<file path="src/hw/rtl/deq_pkg.sv">
// ----------------------------------------------------------------------------
// deq_pkg
// Shared constants, request codes, helper functions and the command struct
// that runs between the double-ended queue controller and its datapath.
// ----------------------------------------------------------------------------
package deq_pkg;

  // ring geometry
  localparam int unsigned DEPTH   = 16;
  localparam int unsigned ADDR_W  = (DEPTH > 1) ? $clog2(DEPTH) : 1;
  localparam int unsigned COUNT_W = $clog2(DEPTH + 1);

  // payload widths
  localparam int unsigned REQ_W         = 3;
  localparam int unsigned WORD_W        = 32;
  localparam int unsigned ENTRY_COUNT_W = 5;

  // request codes
  localparam logic [REQ_W-1:0] REQ_PUSH_FRONT   = 3'd0;
  localparam logic [REQ_W-1:0] REQ_PUSH_BACK    = 3'd1;
  localparam logic [REQ_W-1:0] REQ_REMOVE_FRONT = 3'd2;
  localparam logic [REQ_W-1:0] REQ_REMOVE_BACK  = 3'd3;
  localparam logic [REQ_W-1:0] REQ_READ_FRONT   = 3'd4;
  localparam logic [REQ_W-1:0] REQ_READ_BACK    = 3'd5;

  typedef logic [ADDR_W-1:0] addr_t;

  // commands from the controller to the datapath
  typedef struct packed {
    logic load_req;  // capture the incoming transfer
    logic exec;      // update store, pointers and count
    logic load_out;  // fill the output register
  } deq_cmd_t;

  // wrap-around increment of a ring pointer
  function automatic addr_t ptr_inc(input addr_t p);
    addr_t r;
    if (p == addr_t'(DEPTH - 1)) begin
      r = '0;
    end else begin
      r = p + addr_t'(1);
    end
    return r;
  endfunction

  // wrap-around decrement of a ring pointer
  function automatic addr_t ptr_dec(input addr_t p);
    addr_t r;
    if (p == '0) begin
      r = addr_t'(DEPTH - 1);
    end else begin
      r = p - addr_t'(1);
    end
    return r;
  endfunction

endpackage

</file>
<file path="src/hw/rtl/deq_ctrl.sv">
// ----------------------------------------------------------------------------
// deq_ctrl
// Sequencer of the double-ended queue: takes one transfer, lets the datapath
// execute it, then hands the result to the output register.
// ----------------------------------------------------------------------------
module deq_ctrl
  import deq_pkg::*;
(
  input  logic     clk_i,
  input  logic     rst_ni,
  input  logic     in_valid_i,
  output logic     in_stall_o,
  output logic     out_valid_o,
  input  logic     out_stall_i,
  output deq_cmd_t cmd_o
);

  localparam logic [1:0] S_IDLE = 2'd0;
  localparam logic [1:0] S_EXEC = 2'd1;
  localparam logic [1:0] S_DONE = 2'd2;

  logic [1:0] state_q, state_d;
  logic       out_valid_q, out_valid_d;
  logic       out_free;

  // output register may be refilled when empty or being drained
  assign out_free = !out_valid_q || !out_stall_i;

  // next state and commands
  always_comb begin
    state_d        = state_q;
    cmd_o.load_req = 1'b0;
    cmd_o.exec     = 1'b0;
    cmd_o.load_out = 1'b0;
    case (state_q)
      S_IDLE: begin
        if (in_valid_i) begin
          cmd_o.load_req = 1'b1;
          state_d        = S_EXEC;
        end
      end
      S_EXEC: begin
        cmd_o.exec = 1'b1;
        state_d    = S_DONE;
      end
      S_DONE: begin
        if (out_free) begin
          cmd_o.load_out = 1'b1;
          state_d        = S_IDLE;
        end
      end
      default: begin
        state_d = S_IDLE;
      end
    endcase
  end

  // output valid tracking
  always_comb begin
    if (cmd_o.load_out) begin
      out_valid_d = 1'b1;
    end else if (!out_stall_i) begin
      out_valid_d = 1'b0;
    end else begin
      out_valid_d = out_valid_q;
    end
  end

  always_ff @(posedge clk_i or negedge rst_ni) begin
    if (!rst_ni) begin
      state_q     <= S_IDLE;
      out_valid_q <= 1'b0;
    end else begin
      state_q     <= state_d;
      out_valid_q <= out_valid_d;
    end
  end

  assign in_stall_o  = (state_q != S_IDLE);
  assign out_valid_o = out_valid_q;

endmodule

</file>
<file path="src/hw/rtl/deq_datapath.sv">
// ----------------------------------------------------------------------------
// deq_datapath
// Ring store, front and back pointers, entry count and output register of
// the double-ended queue.
// ----------------------------------------------------------------------------
module deq_datapath
  import deq_pkg::*;
(
  input  logic                            clk_i,
  input  logic                            rst_ni,
  input  deq_cmd_t                        cmd_i,
  input  logic        [REQ_W-1:0]         req_type_i,
  input  logic signed [WORD_W-1:0]        value_i,
  output logic                            ok_o,
  output logic signed [WORD_W-1:0]        read_word_o,
  output logic        [ENTRY_COUNT_W-1:0] entry_count_o,
  output logic                            is_empty_o
);

  logic [WORD_W-1:0]  mem [DEPTH];

  logic [REQ_W-1:0]   req_q;
  logic [WORD_W-1:0]  val_q;
  addr_t              front_q, front_d;
  addr_t              back_q, back_d;
  logic [COUNT_W-1:0] count_q, count_d;
  logic               ok_q, ok_d;
  logic               is_read_q, is_read_d;
  logic [WORD_W-1:0]  rd_data_q;

  logic               wr_en, rd_en;
  addr_t              wr_addr, rd_addr;
  logic               full, empty;

  logic               out_ok_q;
  logic [WORD_W-1:0]  out_word_q;
  logic [COUNT_W-1:0] out_count_q;
  logic               out_empty_q;

  assign full  = (count_q == COUNT_W'(DEPTH));
  assign empty = (count_q == '0);

  // request capture
  always_ff @(posedge clk_i) begin
    if (cmd_i.load_req) begin
      req_q <= req_type_i;
      val_q <= value_i;
    end
  end

  // request decode and state update
  always_comb begin
    front_d   = front_q;
    back_d    = back_q;
    count_d   = count_q;
    ok_d      = 1'b0;
    is_read_d = 1'b0;
    wr_en     = 1'b0;
    wr_addr   = back_q;
    rd_en     = 1'b0;
    rd_addr   = front_q;
    case (req_q)
      REQ_PUSH_FRONT: begin
        if (!full) begin
          front_d = ptr_dec(front_q);
          wr_addr = ptr_dec(front_q);
          wr_en   = 1'b1;
          count_d = count_q + COUNT_W'(1);
          ok_d    = 1'b1;
        end
      end
      REQ_PUSH_BACK: begin
        if (!full) begin
          back_d  = ptr_inc(back_q);
          wr_addr = back_q;
          wr_en   = 1'b1;
          count_d = count_q + COUNT_W'(1);
          ok_d    = 1'b1;
        end
      end
      REQ_REMOVE_FRONT: begin
        if (!empty) begin
          front_d = ptr_inc(front_q);
          count_d = count_q - COUNT_W'(1);
          ok_d    = 1'b1;
        end
      end
      REQ_REMOVE_BACK: begin
        if (!empty) begin
          back_d  = ptr_dec(back_q);
          count_d = count_q - COUNT_W'(1);
          ok_d    = 1'b1;
        end
      end
      REQ_READ_FRONT: begin
        if (!empty) begin
          rd_en     = 1'b1;
          rd_addr   = front_q;
          is_read_d = 1'b1;
          ok_d      = 1'b1;
        end
      end
      REQ_READ_BACK: begin
        if (!empty) begin
          rd_en     = 1'b1;
          rd_addr   = ptr_dec(back_q);
          is_read_d = 1'b1;
          ok_d      = 1'b1;
        end
      end
      default: begin
        ok_d = 1'b0;
      end
    endcase
  end

  // ring store, registered read
  always_ff @(posedge clk_i) begin
    if (cmd_i.exec && wr_en) begin
      mem[wr_addr] <= val_q;
    end
    if (cmd_i.exec && rd_en) begin
      rd_data_q <= mem[rd_addr];
    end
  end

  // pointers and count
  always_ff @(posedge clk_i or negedge rst_ni) begin
    if (!rst_ni) begin
      front_q <= '0;
      back_q  <= '0;
      count_q <= '0;
    end else if (cmd_i.exec) begin
      front_q <= front_d;
      back_q  <= back_d;
      count_q <= count_d;
    end
  end

  // per-request flags
  always_ff @(posedge clk_i) begin
    if (cmd_i.exec) begin
      ok_q      <= ok_d;
      is_read_q <= is_read_d;
    end
  end

  // output register
  always_ff @(posedge clk_i) begin
    if (cmd_i.load_out) begin
      out_ok_q    <= ok_q;
      out_word_q  <= is_read_q ? rd_data_q : '0;
      out_count_q <= count_q;
      out_empty_q <= (count_q == '0);
    end
  end

  assign ok_o          = out_ok_q;
  assign read_word_o   = out_word_q;
  assign entry_count_o = ENTRY_COUNT_W'(out_count_q);
  assign is_empty_o    = out_empty_q;

endmodule

</file>
<file path="src/hw/rtl/double_ended_queue_top.sv">
// ----------------------------------------------------------------------------
// double_ended_queue_top
// Double-ended queue of signed 32-bit words in a ring of DEPTH entries.
// ----------------------------------------------------------------------------
// Usage:
//   Input channel: req_type_i and value_i, transfer when in_valid_i is high
//   and in_stall_o is low. Requests push or remove at either end, or read
//   the front or back word without removing it.
//   Output channel: one result per request (ok_o, read_word_o,
//   entry_count_o, is_empty_o), transfer when out_valid_o is high and
//   out_stall_i is low.
//   Sequence: each request passes through capture, execute and write-back
//   into the output register, around the single store port; the next
//   request is taken only after write-back of the last.
//   The next request is taken while a result still waits in the output
//   register.
//   Stall: while out_stall_i holds a result, the following request finishes
//   execution and then waits, keeping in_stall_o high.
//   Reset: pointers and count clear, the queue is empty, no result pending.
//   The store contents are not cleared.
// ----------------------------------------------------------------------------
module double_ended_queue_top
  import deq_pkg::*;
(
  input  logic                            clk_i,
  input  logic                            rst_ni,
  input  logic                            in_valid_i,
  output logic                            in_stall_o,
  input  logic        [REQ_W-1:0]         req_type_i,
  input  logic signed [WORD_W-1:0]        value_i,
  output logic                            out_valid_o,
  input  logic                            out_stall_i,
  output logic                            ok_o,
  output logic signed [WORD_W-1:0]        read_word_o,
  output logic        [ENTRY_COUNT_W-1:0] entry_count_o,
  output logic                            is_empty_o
);

  deq_cmd_t cmd;

  // sequencer
  deq_ctrl u_ctrl (
    .clk_i       (clk_i),
    .rst_ni      (rst_ni),
    .in_valid_i  (in_valid_i),
    .in_stall_o  (in_stall_o),
    .out_valid_o (out_valid_o),
    .out_stall_i (out_stall_i),
    .cmd_o       (cmd)
  );

  // store, pointers and result
  deq_datapath u_datapath (
    .clk_i         (clk_i),
    .rst_ni        (rst_ni),
    .cmd_i         (cmd),
    .req_type_i    (req_type_i),
    .value_i       (value_i),
    .ok_o          (ok_o),
    .read_word_o   (read_word_o),
    .entry_count_o (entry_count_o),
    .is_empty_o    (is_empty_o)
  );

  // checks
  a_busy_after_transfer: assert property (@(posedge clk_i) disable iff (!rst_ni)
    (in_valid_i && !in_stall_o) |=> in_stall_o)
    else $error("input taken while a request is in flight");

  a_empty_matches_count: assert property (@(posedge clk_i) disable iff (!rst_ni)
    out_valid_o |-> (is_empty_o == (entry_count_o == '0)))
    else $error("empty flag disagrees with entry count");

  a_word_needs_ok: assert property (@(posedge clk_i) disable iff (!rst_ni)
    (out_valid_o && (read_word_o != '0)) |-> ok_o)
    else $error("nonzero read word on a failed request");

  a_count_bounded: assert property (@(posedge clk_i) disable iff (!rst_ni)
    out_valid_o |-> (32'(entry_count_o) <= 32'(DEPTH)))
    else $error("entry count above capacity");

endmodule

</file>
<file path="config.mk">
export PLATFORM = sky130hd
export DESIGN_NAME = double_ended_queue_top
export DESIGN_NICKNAME = d
export VERILOG_FILES = /design/src/hw/rtl/deq_pkg.sv /design/src/hw/rtl/deq_ctrl.sv /design/src/hw/rtl/deq_datapath.sv /design/src/hw/rtl/double_ended_queue_top.sv
export SDC_FILE = /design/constraint.sdc
export NUM_CORES = 1
export LEC_CHECK = 0
export ABC_AREA = 1
export BUFFER_PORTS_ARGS = -buffer_cell sky130_fd_sc_hd__buf_2
export CAP_MARGIN = 20
export CORE_MARGIN = 1
export CORE_UTILIZATION = 40
export CTS_BUF_LIST = sky130_fd_sc_hd__clkbuf_4 sky130_fd_sc_hd__clkbuf_8
export CTS_CLUSTER_SIZE = 8
export DETAILED_ROUTE_END_ITERATION = 7
export PLACE_DENSITY = 0.54
export SETUP_SLACK_MARGIN = 0.2
export SYNTH_ARGS = -nofsm -noshare
export SYNTH_HDL_FRONTEND = slang
export SYNTH_SLANG_ARGS = --single-unit
export TNS_END_PERCENT = 100
</file>
<file path="constraint.sdc">
create_clock -name clk_i -period 4.3 [get_ports clk_i]
set_input_delay 0.86 -clock clk_i [delete_from_list [all_inputs] [get_ports clk_i]]
set_output_delay 0.86 -clock clk_i [all_outputs]
set_load 0.03 [all_outputs]
</file>
== Word level (Yosys, flattened, before mapping) ==
Memories as Yosys holds them, arrays and structs flattened. A register that Yosys moved wholly into a read port is not among the register bits.
Cells that the tools add are included.
Widths: inputs -> output; s select.
Word-level totals
  output and inout port bits: 41
  memories: 1
  word-level logic and storage cells: 95
  memory bits (writable): 512
  input bits: 39
  bits in registers: 92
Memory list
  u_datapath.mem: depth 16, width 32, read ports 1, clocked after Yosys merged registers in 1, wr ports 1, line deq_datapath.sv:20  | logic [WORD_W-1:0] mem [DEPTH];
Cells by class
  eq/ne operators: 19
  reductions and logical operators: 22
  add/subtract/negate cells: 6
  multiplexer cells: 34
Operators with widths (count)
  $mux 4: 12
  $pmux 4 s2: 2
  $ne 2x2->1 const B: 7
  $mux 1: 13
  $reduce_and 4->1: 3
  $mux 5: 2
  $pmux 5 s2: 1
  $add 4x1->4 const B: 2
  $eq 4x4->1 const B: 2
  $logic_not 4->1: 2
  $reduce_bool 2->1: 4
  $sub 4x1->4 const B: 2
  $eq 3x2->1 const B: 2
  $eq 3x3->1 const B: 2
  $pmux 2 s3: 1
  $reduce_or 2->1: 3
  $add 5x1->5 const B: 1
  $eq 5x5->1 const B: 1
  $logic_not 5->1: 1
  $sub 5x1->5 const B: 1
  $mux 2: 2
  $ne 2x1->1 const B: 2
  $reduce_or 4->1: 1
  $eq 3x1->1 const B: 1
  9 further kinds: 11

== Depth between registers and ports, before layout ==
  word-level depth: 6
  gate-level depth with buffers: 13
  mapped depth without buffers: 12

== Modules after synthesis ==
A second synthesis with hierarchy kept.
Second synthesis, totals
  cells, all modules: 2425
  area, all modules: 27157.3 µm²
By module, submodules not included
  deq_datapath: cells an instance 2404, instances 1, sequential area each 18943.2 µm², area each 27004.6 µm²
  deq_ctrl: cells an instance 21, instances 1, sequential area each 75.1 µm², area each 152.6 µm²

== Worst setup path before layout ==
Ideal clock, no wire load.
  path type: input to register
  start: input port out_stall_i
  end: register u_datapath.out_count_q[0] (netlist: u_datapath.entry_count_o[0]), enable pin
  cell stages on the path: 1
  buffers on the path: 0
  slack: 1.053 ns
  arrival time: 2.799 ns
  data required time: 3.852 ns
  path through: a21oi_1
Between the ends
  longest elaborated chain between the ends: 4
Ends and longest elaborated chain
  start, declared: line double_ended_queue_top.sv:32  | input logic out_stall_i,
  $logic_not 1->1: line deq_ctrl.sv:27  | assign out_free = !out_valid_q || !out_stall_i;
  $logic_or 1x1->1: line deq_ctrl.sv:27
  $mux 1: line deq_ctrl.sv:47  | if (out_free) begin
  $mux 1: line deq_ctrl.sv:35  | case (state_q)
  end signal, assigned: line deq_datapath.sv:153  | out_count_q <= count_q;
  end, declared: line deq_datapath.sv:37  | logic [COUNT_W-1:0] out_count_q;
No other way between the ends.
A chain may end at the register's enable or synchronous reset.

== Worst setup path in the final report ==
  start: register u_datapath.count_q[0]
  end: memory u_datapath.mem[11][10], enable pin
Between the ends
  longest elaborated chain between the ends: 6
  elaborated cells on any way between the ends: 8
  those cells by class: 1 x eq/ne; 6 x mux; 1 x reduce/logical
Ends and longest elaborated chain
  start, declared: line deq_datapath.sv:26  | logic [COUNT_W-1:0] count_q, count_d;
  start signal, assigned: line deq_datapath.sv:136  | count_q <= count_d;
  $eq 5x5->1 (*): line deq_datapath.sv:40  | assign full = (count_q == COUNT_W'(DEPTH));
  $mux 1: line deq_datapath.sv:64, deq_datapath.sv:73
  $mux 1
  $logic_and 1x1->1: line deq_datapath.sv:119  | if (cmd_i.exec && wr_en) begin
  $mux 1: line deq_datapath.sv:119
  $mux 1 (implied by the code): line deq_datapath.sv:120  | mem[wr_addr] <= val_q;
  end, declared: line deq_datapath.sv:20
Every way passes the cells marked *; elsewhere a longest branch is shown, timed or not.

==> impl_metrics.csv <==
group,metric,value,unit
status,outcome,"finished, final reports clean",
setup_path,crit_required,4.69,ns
logic_synthesis,syn_area_per_cell,11.3,um2
placed_design,finalWeightedCongestion,0.820,
power,vdd_ir_drop_max,477,uV
setup_path,crit_fanout,20,
logic_synthesis,netlist.area_leader.share,68.4,%
timing,period_minus_slack,3.17,ns
timing,slew_headroom,28.4,%
global_route,grt_usage,20.7,%
setup_path,timing.critical_path.buf_inv,2,
global_route,grt_pass1_wl,107,mm
global_route,overflow,0,
power,p_total,18.6,mW
setup_path,cpPeakStageDelay,0.64,ns
logic_synthesis,synth_ff_type,"edfxtp_1",
placed_design,portBuffers,79,
setup_path,crit_chain,"nor2_2 -> nand3_1 -> nand2_1 -> inv_1 -> o21ai_0 -> nand3_1 -> nor2_4 -> buf_12",
logic_synthesis,synth_common_cells,"edfxtp_1, nand3_1, nand2_1",
timing,clock_skew,0.0359,ns
global_route,grt_max_degree,130,
floorplan,die_h,263,um
setup_path,path_class,"flip-flop to flip-flop",
clock_network,clk_path_buf_depth,3,
floorplan,coreArea,67300,um2
timing,setup_violations,0,
logic_synthesis,synth_seq_cells,636,
timing,max_freq,316,MHz
finish,fillers,6167,
finish,drive_gt1_share,12.3,%
clock_network,post_cts_buffers,0,
finish,fin_area,30700,um2
clock_network,h-tree-depth,3,
clock_network,cts_buffers,108,
timing,final.setup.tns,0,ns
logic_synthesis,synth_area_leaders,"edfxtp_1, nand3_1, nand2_1, inv_1, nand3b_1",
setup_path,arrival,3.56,ns
floorplan,dieArea,69100,um2
run,cap_violations,0,
finish,final_nets,2567,
floorplan,die_w,263,um
clock_network,cts_resized,0,
floorplan,start_util,40.5,%
drt,drc,0,
logic_synthesis,synth_area,27200,um2
clock_network,clk-insertion-delay-late,0.72,ns
logic_synthesis,synth_fp_nets,2463,
logic_synthesis,yosysTopAreaCell,"edfxtp_1",
setup_path,start_kind,"flip-flop",
timing,fin_crit_sh,73.6,%
drt,routedWlPerCell,20.4,um
logic_synthesis,ys.warnings.count,0,
placed_design,hpwl,35.3,mm
logic_synthesis,synth_edf_count,620,
global_route,first_global_vias,17600,
finish,area_growth,12.8,%
logic_synthesis,synthArstFlopShare,2.52,%
drt,drt-total-wl,70.9,mm
worst_hold_path,hold_path.class,"primary input to asynchronous set/reset pin",
clock_network,tritoncts,"yes",
setup_path,slowest_stage,"nor2_4",
clock_network,clk_pin_slew,0.06,ns
timing,hold_viol,0,
clock_network,root_buffer,"clkbuf_8",
placed_design,placed_area,28700,um2
drt,ant_nets,0,
logic_synthesis,postSynthCellCount,2416,
power,p_leak,12.6,nW
timing,slew_violations,0,
timing,worst_pin_slew,1.07,ns
drt,drtPass1Iterations,6,
clock_network,hold_buffers,0,
floorplan,rows,95,
clock_network,cts.sinks,636,
global_route,antenna_found_initial,1,
setup_path,cp_common_cell,"nand3_1",
setup_path,critical-path-top-delay-family,"simple AND/OR/NAND/NOR gates",
drt,routed_via_density,5.05,
logic_synthesis,yosysMostFrequentCell,"edfxtp_1",
drt,drt_iter0_markers,1413,
drt,vias,17500,
power,p_per_area,604,nW/um2
logic_synthesis,seq_area_frac_synth,69.8,%
logic_synthesis,yosys.cell_types.count,33,
timing,rsz0062_at_grt,"false",
floorplan,io_pins,80,
setup_path,cp-end-kind,"flip-flop",
==> flip-flops by register name (all words and copies together), names as in the netlist <==
| name | count |
|---|---|
| u_datapath.entry_count_o | 5 |
| u_datapath.ok_q | 1 |
| u_datapath.ok_o | 1 |
| u_datapath.mem | 512 |
| u_datapath.read_word_o | 32 |
| u_ctrl.state_q | 2 |
| u_datapath.is_read_q | 1 |
| u_datapath.count_q | 5 |
| u_datapath.val_q | 32 |
| u_datapath.front_q | 4 |
| u_datapath.is_empty_o | 1 |
| u_ctrl.out_valid_o | 1 |
| u_datapath.req_q | 3 |
| u_datapath.rd_data_q | 32 |
| u_datapath.back_q | 4 |
==> cell usage in the layout (no fill, tap or decap), drive strengths merged, types with 8 or more instances in the layout <==
cell type  Yosys  routed
a21oi          8       8
dfrtp         16      16
buf          107     114
edfxtp       620     620
xor2           8       8
clkbuf        13     152
nand3b        96      96
nand3        508     508
clkinv         0      35
nand2        491     491
nor2          32      32
inv          476     477
o21ai         19      19
==> layout make-up <==
| type | count | area, um2 | area share [%] |
|---|---|---|---|
| Inverter | 476 | 1790 | 5.82 |
| Tap cell | 873 | 1090 | 3.55 |
| Antenna cell | 1 | 2.50 | 0.00814 |
| Clock inverter | 39 | 204 | 0.664 |
| Clock buffer | 152 | 1820 | 5.93 |
| Timing Repair Buffer | 114 | 896 | 2.92 |
| Multi-Input combinational cell | 1184 | 5910 | 19.2 |
| Sequential cell | 636 | 19000 | 61.9 |
==> logic make-up after synthesis <==
| logic type | synth area share [%] |
|---|---|
| XOR/XNOR | 0.322 |
| adder cells (fa/ha/maj) | 0.395 |
| AO/OA/AOI/OAI | 0.551 |
| buffers and inverters | 9.21 |
| multiplexers | 0.124 |
| flip-flops | 69.8 |
| AND/OR/NAND/NOR | 19.6 |
==> per-stage QoR <==
step | hold slack [ns] | std cells | utilization (%) | worst slack, ns
after floorplan | 0.400 | 2416 | - | 1.05
after global placement | 0.409 | 3283 | 42.7 | 1.08
after detailed placement | 0.407 | 3283 | 42.7 | 1.10
after CTS | 0.0380 | 3474 | 45.7 | 1.06
after global routing | 0.0586 | 3475 | 45.7 | 0.864
final | 0.0741 | 3475 | 45.7 | 1.13
==> final timing paths <==
kind | start | to | slack [ns] | cells past startpoint
hold / removal | rst_ni | u_datapath.count_q[0] | 0.07 | 1
max in group asynchronous | rst_ni | u_datapath.front_q[0] | 3.92 | 1
setup / recovery | u_datapath.count_q[0] | u_datapath.mem[11][10] | 1.13 | 8
setup reg to reg | u_datapath.count_q[0] | u_datapath.mem[11][10] | 1.13 | 8
hold reg to reg | u_datapath.ok_q | u_datapath.ok_o | 0.42 | 0
min in group clk_i | value_i[28] | u_datapath.val_q[28] | 0.33 | 1
==> routing by layer <==
| metal | global-route usage, % | part of all wire, % | vias to the layer above |
|---|---|---|---|
| met1 | 27.2 | 44 | 8561 |
| met2 | 34.6 | 48 | 597 |
| met3 | 3.17 | 5.8 | 138 |
| li1 | - | - | 8243 |
| met4 | 7.71 | 2.8 | 0 |
| met5 | 0 | 0 | - |
==> power by group <==
part           switching (mW)  total (mW)  internal [mW]
logic                    4.07        5.69           1.62
clock network            2.39        5.16           2.77
registers               0.320        7.72           7.40
total                    6.77        18.6           11.8
No activity file was read; power rests on OpenSTA's default activity.
